`config.mk`:
```
export PLATFORM = sky130hd
export DESIGN_NAME = filtered_incremental_pid
export DESIGN_NICKNAME = d
export VERILOG_FILES = /design/src/fipid_pkg.sv /design/src/filtered_incremental_pid.sv
export SDC_FILE = /design/constraint.sdc
export NUM_CORES = 2
export LEC_CHECK = 0
export BUFFER_PORTS_ARGS = -buffer_cell sky130_fd_sc_hd__buf_4
export CORE_ASPECT_RATIO = 1.25
export CORE_UTILIZATION = 46
export DETAILED_ROUTE_END_ITERATION = 10
export SETUP_SLACK_MARGIN = 0.02
export SLEW_MARGIN = 15
export SYNTH_ARGS = -nofsm -noshare
export SYNTH_HDL_FRONTEND = slang
export SYNTH_SLANG_ARGS = --single-unit
```
`constraint.sdc`:
```
create_clock -name i_clk -period 31.3 [get_ports i_clk]
set_input_delay 4.695 -clock i_clk [delete_from_list [all_inputs] [get_ports i_clk]]
set_output_delay 4.695 -clock i_clk [all_outputs]
set_load 0.1 [all_outputs]
```
`src/fipid_pkg.sv`:
```
// shared constants and types for the filtered incremental pid controller
package fipid_pkg;

    // field and state widths
    localparam int SAMPLE_W    = 12;
    localparam int ACC_W       = 32;
    localparam int FRAC_BITS   = 20;
    localparam int LEVEL_W     = 9;
    localparam int ERR_W       = 10;
    localparam int DUTY_W      = 8;
    localparam int GAIN_W      = 32;
    localparam int GAIN_FRAC   = 16;
    localparam int CFG_IDX_W   = 3;
    localparam int CFG_DATA_W  = 32;

    // level scaling: (whole + 150) * 255 / 4096
    localparam int LEVEL_OFFSET = 150;
    localparam int LEVEL_SCALE  = 255;
    localparam int LEVEL_SHIFT  = 12;

    // opcode values
    localparam logic OP_FILTER  = 1'b0;
    localparam logic OP_CONTROL = 1'b1;

    // configuration register indexes
    typedef logic [CFG_IDX_W-1:0] t_cfg_idx;
    localparam t_cfg_idx REG_SETPOINT   = 3'd0;
    localparam t_cfg_idx REG_GAIN_NOW   = 3'd1;
    localparam t_cfg_idx REG_GAIN_PREV  = 3'd2;
    localparam t_cfg_idx REG_GAIN_PREV2 = 3'd3;
    localparam t_cfg_idx REG_DUTY_MAX   = 3'd4;

    // register reset values
    typedef logic signed [GAIN_W-1:0] t_gain;
    localparam logic [DUTY_W-1:0] SETPOINT_RST   = 8'd230;
    localparam t_gain             GAIN_NOW_RST   = 32'sd2670559;
    localparam t_gain             GAIN_PREV_RST  = -32'sd5285511;
    localparam t_gain             GAIN_PREV2_RST = 32'sd2621440;
    localparam logic [DUTY_W-1:0] DUTY_MAX_RST   = 8'd255;

endpackage

```
`src/filtered_incremental_pid.sv`:
```
// top level of the filtered incremental pid controller
//
// Input channel: i_valid / o_stall carry one item (i_opcode, i_sample). Every item
// moves the exponential average of the samples; an item with the control opcode
// also runs one incremental pid step and yields one result item.
// Output channel: o_valid / i_stall carry (o_duty, o_filtered_level, o_error_now).
// Configuration: i_cfg_we writes i_cfg_data into register i_cfg_index (setpoint,
// three Q16.16 gains, duty limit); indexes past the list are ignored.
// Path: the edge that accepts an item stores the updated average (one
// reciprocal multiply in the feedback loop) and marks a control step pending;
// once the output register is free, the pending step stores the level scaling,
// three gain multiplies and the clamp in the output register.
// Throughput: one item per cycle while o_stall is low; both loops close in logic.
// Stall: when the output register is full and stalled, a pending control step
// holds in the middle register and o_stall rises; filter-only items keep
// flowing as long as no control step is waiting.
// Reset: synchronous, active low; clears the average, the error history, the
// previous duty and the valids, and loads the register reset values.
module filtered_incremental_pid #(
    parameter int AVG_DIVISOR = 1000
) (
    input  logic                                  i_clk,
    input  logic                                  i_rst_n,
    input  logic                                  i_valid,
    output logic                                  o_stall,
    input  logic                                  i_opcode,
    input  logic [fipid_pkg::SAMPLE_W-1:0]        i_sample,
    output logic                                  o_valid,
    input  logic                                  i_stall,
    output logic [fipid_pkg::DUTY_W-1:0]          o_duty,
    output logic [fipid_pkg::SAMPLE_W-1:0]        o_filtered_level,
    output logic signed [fipid_pkg::ERR_W-1:0]    o_error_now,
    input  logic                                  i_cfg_we,
    input  logic [fipid_pkg::CFG_IDX_W-1:0]       i_cfg_index,
    input  logic [fipid_pkg::CFG_DATA_W-1:0]      i_cfg_data
);

    localparam int ACC_W  = fipid_pkg::ACC_W;
    localparam int MUL_W  = fipid_pkg::GAIN_W + fipid_pkg::ERR_W;
    localparam int SUM_W  = fipid_pkg::GAIN_W + fipid_pkg::ERR_W + 3;
    localparam int Q_W    = SUM_W - fipid_pkg::GAIN_FRAC;

    // reciprocal of the divisor, exact for every 32-bit magnitude
    localparam int          DIV_SHIFT  = $clog2(AVG_DIVISOR);
    localparam int          QUOT_SHIFT = ACC_W + DIV_SHIFT;
    localparam logic [63:0] RECIP_FULL =
        ((64'd1 << QUOT_SHIFT) + 64'(AVG_DIVISOR) - 64'd1) / 64'(AVG_DIVISOR);
    localparam int          RECIP_W    = ACC_W + 2;
    localparam int          PROD_W     = ACC_W + RECIP_W;
    localparam logic [RECIP_W-1:0] RECIP_M = RECIP_FULL[RECIP_W-1:0];

    // configuration registers
    logic [fipid_pkg::DUTY_W-1:0] r_setpoint;
    fipid_pkg::t_gain             r_gain_now;
    fipid_pkg::t_gain             r_gain_prev;
    fipid_pkg::t_gain             r_gain_prev2;
    logic [fipid_pkg::DUTY_W-1:0] r_duty_max;

    // filter state and pending control step
    logic [ACC_W-1:0] r_acc;
    logic [ACC_W-1:0] n_acc;
    logic             r_p_valid;

    // pid state
    logic signed [fipid_pkg::ERR_W-1:0] r_err_b1;
    logic signed [fipid_pkg::ERR_W-1:0] r_err_b2;
    logic [fipid_pkg::DUTY_W-1:0]       r_last_duty;

    // output register
    logic                               r_out_valid;
    logic [fipid_pkg::DUTY_W-1:0]       r_duty;
    logic [fipid_pkg::SAMPLE_W-1:0]     r_level;
    logic signed [fipid_pkg::ERR_W-1:0] r_err;

    // handshake
    logic in_acc;
    logic out_free;
    logic pid_fire;

    assign out_free = !r_out_valid || !i_stall;
    assign pid_fire = r_p_valid && out_free;
    assign o_stall  = r_p_valid && !out_free;
    assign in_acc   = i_valid && !o_stall;

    // average update: acc moves toward the sample by |diff| / divisor
    logic [ACC_W-1:0]  s_smp_q;
    logic              s_up;
    logic [ACC_W-1:0]  s_mag;
    logic [PROD_W-1:0] s_prod;
    logic [ACC_W-1:0]  s_quot;

    always_comb begin
        s_smp_q = {i_sample, fipid_pkg::FRAC_BITS'(0)};
        s_up    = (s_smp_q >= r_acc);
        s_mag   = s_up ? (s_smp_q - r_acc) : (r_acc - s_smp_q);
        s_prod  = PROD_W'(s_mag) * PROD_W'(RECIP_M);
        s_quot  = ACC_W'(s_prod >> QUOT_SHIFT);
        n_acc   = s_up ? (r_acc + s_quot) : (r_acc - s_quot);
    end

    // level scaling and error
    logic [fipid_pkg::SAMPLE_W-1:0]     s_whole;
    logic [fipid_pkg::SAMPLE_W:0]       s_lvl_base;
    logic [fipid_pkg::SAMPLE_W+8:0]     s_lvl_prod;
    logic [fipid_pkg::LEVEL_W-1:0]      s_level;
    logic signed [fipid_pkg::ERR_W-1:0] s_e0;

    always_comb begin
        s_whole    = r_acc[ACC_W-1 -: fipid_pkg::SAMPLE_W];
        s_lvl_base = (fipid_pkg::SAMPLE_W+1)'(s_whole)
                   + (fipid_pkg::SAMPLE_W+1)'(fipid_pkg::LEVEL_OFFSET);
        s_lvl_prod = (fipid_pkg::SAMPLE_W+9)'(s_lvl_base)
                   * (fipid_pkg::SAMPLE_W+9)'(fipid_pkg::LEVEL_SCALE);
        s_level    = fipid_pkg::LEVEL_W'(s_lvl_prod >> fipid_pkg::LEVEL_SHIFT);
        s_e0       = $signed(fipid_pkg::ERR_W'(r_setpoint) - fipid_pkg::ERR_W'(s_level));
    end

    // incremental pid sum and clamp
    logic signed [MUL_W-1:0]      s_p0;
    logic signed [MUL_W-1:0]      s_p1;
    logic signed [MUL_W-1:0]      s_p2;
    logic signed [SUM_W-1:0]      s_sum;
    logic [Q_W-1:0]               s_q;
    logic [fipid_pkg::DUTY_W-1:0] s_duty;

    always_comb begin
        s_p0  = MUL_W'(r_gain_now) * MUL_W'(s_e0);
        s_p1  = MUL_W'(r_gain_prev) * MUL_W'(r_err_b1);
        s_p2  = MUL_W'(r_gain_prev2) * MUL_W'(r_err_b2);
        s_sum = SUM_W'(s_p0) + SUM_W'(s_p1) + SUM_W'(s_p2)
              + $signed({(SUM_W-fipid_pkg::DUTY_W-fipid_pkg::GAIN_FRAC)'(0),
                         r_last_duty, fipid_pkg::GAIN_FRAC'(0)});
        s_q   = s_sum[SUM_W-1:fipid_pkg::GAIN_FRAC];
        if (s_sum[SUM_W-1]) begin
            s_duty = '0;
        end else if (s_q > Q_W'(r_duty_max)) begin
            s_duty = r_duty_max;
        end else begin
            s_duty = s_q[fipid_pkg::DUTY_W-1:0];
        end
    end

    // configuration writes
    always_ff @(posedge i_clk) begin
        if (!i_rst_n) begin
            r_setpoint   <= fipid_pkg::SETPOINT_RST;
            r_gain_now   <= fipid_pkg::GAIN_NOW_RST;
            r_gain_prev  <= fipid_pkg::GAIN_PREV_RST;
            r_gain_prev2 <= fipid_pkg::GAIN_PREV2_RST;
            r_duty_max   <= fipid_pkg::DUTY_MAX_RST;
        end else if (i_cfg_we) begin
            case (i_cfg_index)
                fipid_pkg::REG_SETPOINT:   r_setpoint   <= i_cfg_data[fipid_pkg::DUTY_W-1:0];
                fipid_pkg::REG_GAIN_NOW:   r_gain_now   <= $signed(i_cfg_data);
                fipid_pkg::REG_GAIN_PREV:  r_gain_prev  <= $signed(i_cfg_data);
                fipid_pkg::REG_GAIN_PREV2: r_gain_prev2 <= $signed(i_cfg_data);
                fipid_pkg::REG_DUTY_MAX:   r_duty_max   <= i_cfg_data[fipid_pkg::DUTY_W-1:0];
                default: begin
                end
            endcase
        end
    end

    // filter stage
    always_ff @(posedge i_clk) begin
        if (!i_rst_n) begin
            r_acc     <= '0;
            r_p_valid <= 1'b0;
        end else begin
            if (in_acc) begin
                r_acc <= n_acc;
            end
            if (in_acc) begin
                r_p_valid <= (i_opcode == fipid_pkg::OP_CONTROL);
            end else if (pid_fire) begin
                r_p_valid <= 1'b0;
            end
        end
    end

    // pid state and output register
    always_ff @(posedge i_clk) begin
        if (!i_rst_n) begin
            r_err_b1    <= '0;
            r_err_b2    <= '0;
            r_last_duty <= '0;
            r_out_valid <= 1'b0;
        end else begin
            if (pid_fire) begin
                r_err_b2    <= r_err_b1;
                r_err_b1    <= s_e0;
                r_last_duty <= s_duty;
                r_out_valid <= 1'b1;
            end else if (!i_stall) begin
                r_out_valid <= 1'b0;
            end
        end
    end

    // output payload
    always_ff @(posedge i_clk) begin
        if (pid_fire) begin
            r_duty  <= s_duty;
            r_level <= s_whole;
            r_err   <= s_e0;
        end
    end

    assign o_valid          = r_out_valid;
    assign o_duty           = r_duty;
    assign o_filtered_level = r_level;
    assign o_error_now      = r_err;

    // the input side only stalls behind a waiting control step
    a_stall_cause: assert property (@(posedge i_clk) disable iff (!i_rst_n)
        o_stall |-> r_p_valid)
        else $error("input stalled without a pending control step");

    // the presented duty is the one kept for the next step
    a_duty_kept: assert property (@(posedge i_clk) disable iff (!i_rst_n)
        o_valid |-> (o_duty == r_last_duty))
        else $error("presented duty differs from kept duty");

    // error history shifts on every control step
    a_err_shift: assert property (@(posedge i_clk) disable iff (!i_rst_n)
        pid_fire |=> (r_err_b2 == $past(r_err_b1)) && (r_err_b1 == $past(s_e0)))
        else $error("error history did not shift");

    // without a control step the pid state holds
    a_pid_hold: assert property (@(posedge i_clk) disable iff (!i_rst_n)
        !pid_fire |=> $stable(r_err_b1) && $stable(r_err_b2) && $stable(r_last_duty))
        else $error("pid state changed without a control step");

    // a control step never starts while its result cannot be stored
    a_fire_room: assert property (@(posedge i_clk) disable iff (!i_rst_n)
        (o_valid && i_stall) |=> !($past(r_p_valid) && !r_p_valid && !$past(in_acc)))
        else $error("control step left while the output was blocked");

endmodule
```
==> metrics.txt <==
n_diodes 0; CP top delay family compound AO/OA/AOI/OAI gates; WS Path Type in2reg; max-slew violations 0; DRC Markers 18; Main synth FF type dfxtp_1; CP startpoint kind input port; sequential fraction of the synthesis area about 7.2%; setup slack, reg-to-reg approximately 14 ns; maximum clock rate approximately 54 MHz; total track usage 25.8%; share of post-route cells with drive strength above 1 3.94%; Final setup viols 0; Critical Path Slowest Stage Cell nor4_1; num ports 85; WL final around 170000 um; gpl congestion between 0.9 and 1; drt first pass iters 8; number of synthesized flops with an enable pin 30; Synth-to-Final Area Change 5.80%; clock skew ~0.038 ns; TritonCTS clock tree yes; port buffer count 84; Worst R2R Start r_acc[21]$_SDFFE_PN0P_; vias between 40000 and 50000; Setup crit end kind register; Die W 328 um; antenna violations before repair 1; worst endpoint required time approximately 32 ns; Hold Path Depth 2; CTS clk-pin slew, worst paths 0.07 ns; design area roughly 65000 sq um; end of the critical path r_acc[31]$_SDFFE_PN0P_; Relative slew margins between 20 and 30%; postcts setup bufs 0; global-route wire length before repair ~270000 um; HP Class reg2reg; setup TNS 0 ns; Post-Synthesis Cell Area roughly 61000 sq um; vias per inst between 5 and 6; Syn Area/Cell between 8 and 9 sq um; Starting Density approximately 46%; die area between 100000 and 150000 sq um; Worst Path Buf+Inv 4; Synth Register Bits 204; WP data arrival ~19 ns; Post-Syn Instances about 7000; Critical Path Fanout Max 44; hold buffers post-CTS 0; CTS Buffer Depth 3; Max H-tree Level 1; largest net degree at the start of global routing 82; GRT Residual Overflow 0; row count about 150; # nets final slightly below 9000; vias in the first global route ~48000; ANT nets after route 0; instance count on the critical path 48; CTS Sinks 204; DR iter-0 viols 2075; Worst Reg2Reg Path Length in Cells 65; core area ~130000 sq um; syn_nets around 9000; post-CTS sizing 0; Warnings, synthesis 0; Wirelength per Cell just under 20 um; dpl ws approximately 12 ns; Post-DP HPWL between 100000 and 150000 um; clk root buf clkbuf_16; Final WS setup 12.77 ns; Tcrit/Tclk final just under 60%; reg2reg end o_duty[0]$_DFFE_PP_; worst-skew pair later-pin latency 0.66 ns; Max-Cap Viols 0; Slew @ Worst Pin ~1.1 ns; crit path time final between 15 and 20 ns; DIE HEIGHT ~400 um; RSZ-0062 raised after global routing no; Async SR Flop Fraction 0%; status finished with violations; Fin. Hold Viols 0; crit-path max cell delay about 0.63 ns; Yosys cell types just over 80; FILL cells about 13000; placed instance area 63700 sq um; Critical Path Source i_sample[0]; CTS Buf Count 31; violated checks DRC
cells by family (layout without fill, tap and decap cells):
| logic type | Yosys count | count (layout) | synth area share, % |
|---|---|---|---|
| xor gates and xnor gates | 178 | 178 | 2.54 |
| AOI/OAI and AO/OA | 628 | 628 | 6.77 |
| buffers and inverters | 2030 | 1971 | 12.5 |
| DFF | 204 | 204 | 7.15 |
| adders and majority gates | 2007 | 2007 | 57.3 |
| and+or+nand+nor | 1762 | 1762 | 13.4 |
| muxes | 20 | 20 | 0.337 |
cell usage after synthesis (21+ instances only):
master / instances / share of area [%]
inv_1: 1751 / 11
fa_1: 1332 / 44
nand2_1: 958 / 5.9
ha_1: 672 / 14
and2_1: 360 / 3.7
clkbuf_1: 269 / 1.6
dfxtp_1: 174 / 5.7
a21oi_1: 162 / 1.3
nor2_1: 126 / 0.77
xnor2_1: 104 / 1.5
o21ai_0: 101 / 0.82
nand3_1: 94 / 0.77
a21boi_0: 85 / 1.0
xor2_1: 74 / 1.1
a21o_1: 69 / 0.85
nand2b_1: 67 / 0.68
nor2b_1: 32 / 0.33
nor3_1: 31 / 0.25
edfxtp_1: 30 / 1.5
a211oi_1: 25 / 0.31
o211ai_1: 25 / 0.31
o21bai_1: 23 / 0.28
o21a_1: 21 / 0.26
cells in the final DEF (no fill, tap or decap), types with 7 or more instances in the layout:
master / n
or2_2: 12
inv_6: 9
or3_1: 12
buf_4: 161
and2_1: 360
a211oi_1: 25
nand2b_1: 67
o211ai_1: 25
o21bai_1: 23
o31ai_1: 12
ha_1: 672
mux2i_1: 15
inv_1: 1751
nor3_1: 31
clkbuf_16: 35
a31oi_1: 13
nand4_1: 14
o21ai_1: 17
dfxtp_1: 174
and3_1: 12
a21o_1: 69
edfxtp_1: 30
a21oi_1: 162
nor2b_1: 32
o21ai_0: 100
a221oi_1: 9
nand2_1: 958
fa_1: 1332
nand3_1: 93
o21a_1: 21
nor2_1: 124
xnor2_1: 100
xor2_1: 68
nor4_1: 12
a21boi_0: 85
a2111oi_0: 7
per-stage QoR:
step                hold slack [ns]  std cells  utilization [%]
CTS                           0.469       8506             49.1
global route                  0.498       8506             49.1
global placement              0.453       8448             48.3
floorplan                     0.439       6829                -
detailed placement            0.460       8448             48.3
finish                        0.465       8506             49.1
flip-flops by register name, summed over array words and instances (netlist names), 8 cells and up:
name,flops
r_acc,32
r_gain_now,32
r_gain_prev2,32
r_gain_prev,32
o_filtered_level,12
o_error_now,10
r_err_b1,10
r_err_b2,10
o_duty,8
r_duty_max,8
r_last_duty,8
r_setpoint,8
cell type report:
cell class / count / area [sq um] / share of cell area, %
inverter: 1752 / 6580 / 10.1
sequential: 204 / 4380 / 6.76
clock buffer: 36 / 880 / 1.36
multi-input combinational: 4595 / 49300 / 76.1
tap: 1736 / 2170 / 3.35
timing repair buffer: 161 / 1210 / 1.86
clock inverter: 22 / 260 / 0.401
layer usage:
metal	vias to the layer above	part of all wire, %	GRT usage (%)
met5	-	0.0048	0
met4	2	3.0	6.84
met3	225	4.8	3.01
met2	924	51	45.6
met1	22500	41	33.2
li1	20200	-	-
worst min-delay path by stage:
stage | slack [ns] | startpoint | endpoint
after detailed placement | 0.46 | r_err_b2[5]$_SDFFE_PN0P_ | r_err_b2[5]$_SDFFE_PN0P_
after global placement | 0.45 | r_err_b2[7]$_SDFFE_PN0P_ | r_err_b2[7]$_SDFFE_PN0P_
after floorplan | 0.44 | r_gain_now[19]$_SDFFE_PN1P_ | r_gain_now[19]$_SDFFE_PN1P_
after CTS | 0.47 | r_err_b2[5]$_SDFFE_PN0P_ | r_err_b2[5]$_SDFFE_PN0P_
after global routing | 0.50 | r_err_b2[5]$_SDFFE_PN0P_ | r_err_b2[5]$_SDFFE_PN0P_
final | 0.46 | r_err_b2[5]$_SDFFE_PN0P_ | r_err_b2[5]$_SDFFE_PN0P_
worst reg2reg max path, delay by kind of cell (launching register included):
family          cells  cell delay (ns)
fa+ha+maj          16             6.92
flops               1             0.46
buf+inv            10             1.15
mux                 1             0.43
simple gates        9             1.66
compound gates     24             5.18
xor+xnor            5             1.63
Power is not shown: default switching activity piles up to over one toggle a cycle in this logic, so the estimate is an artifact.
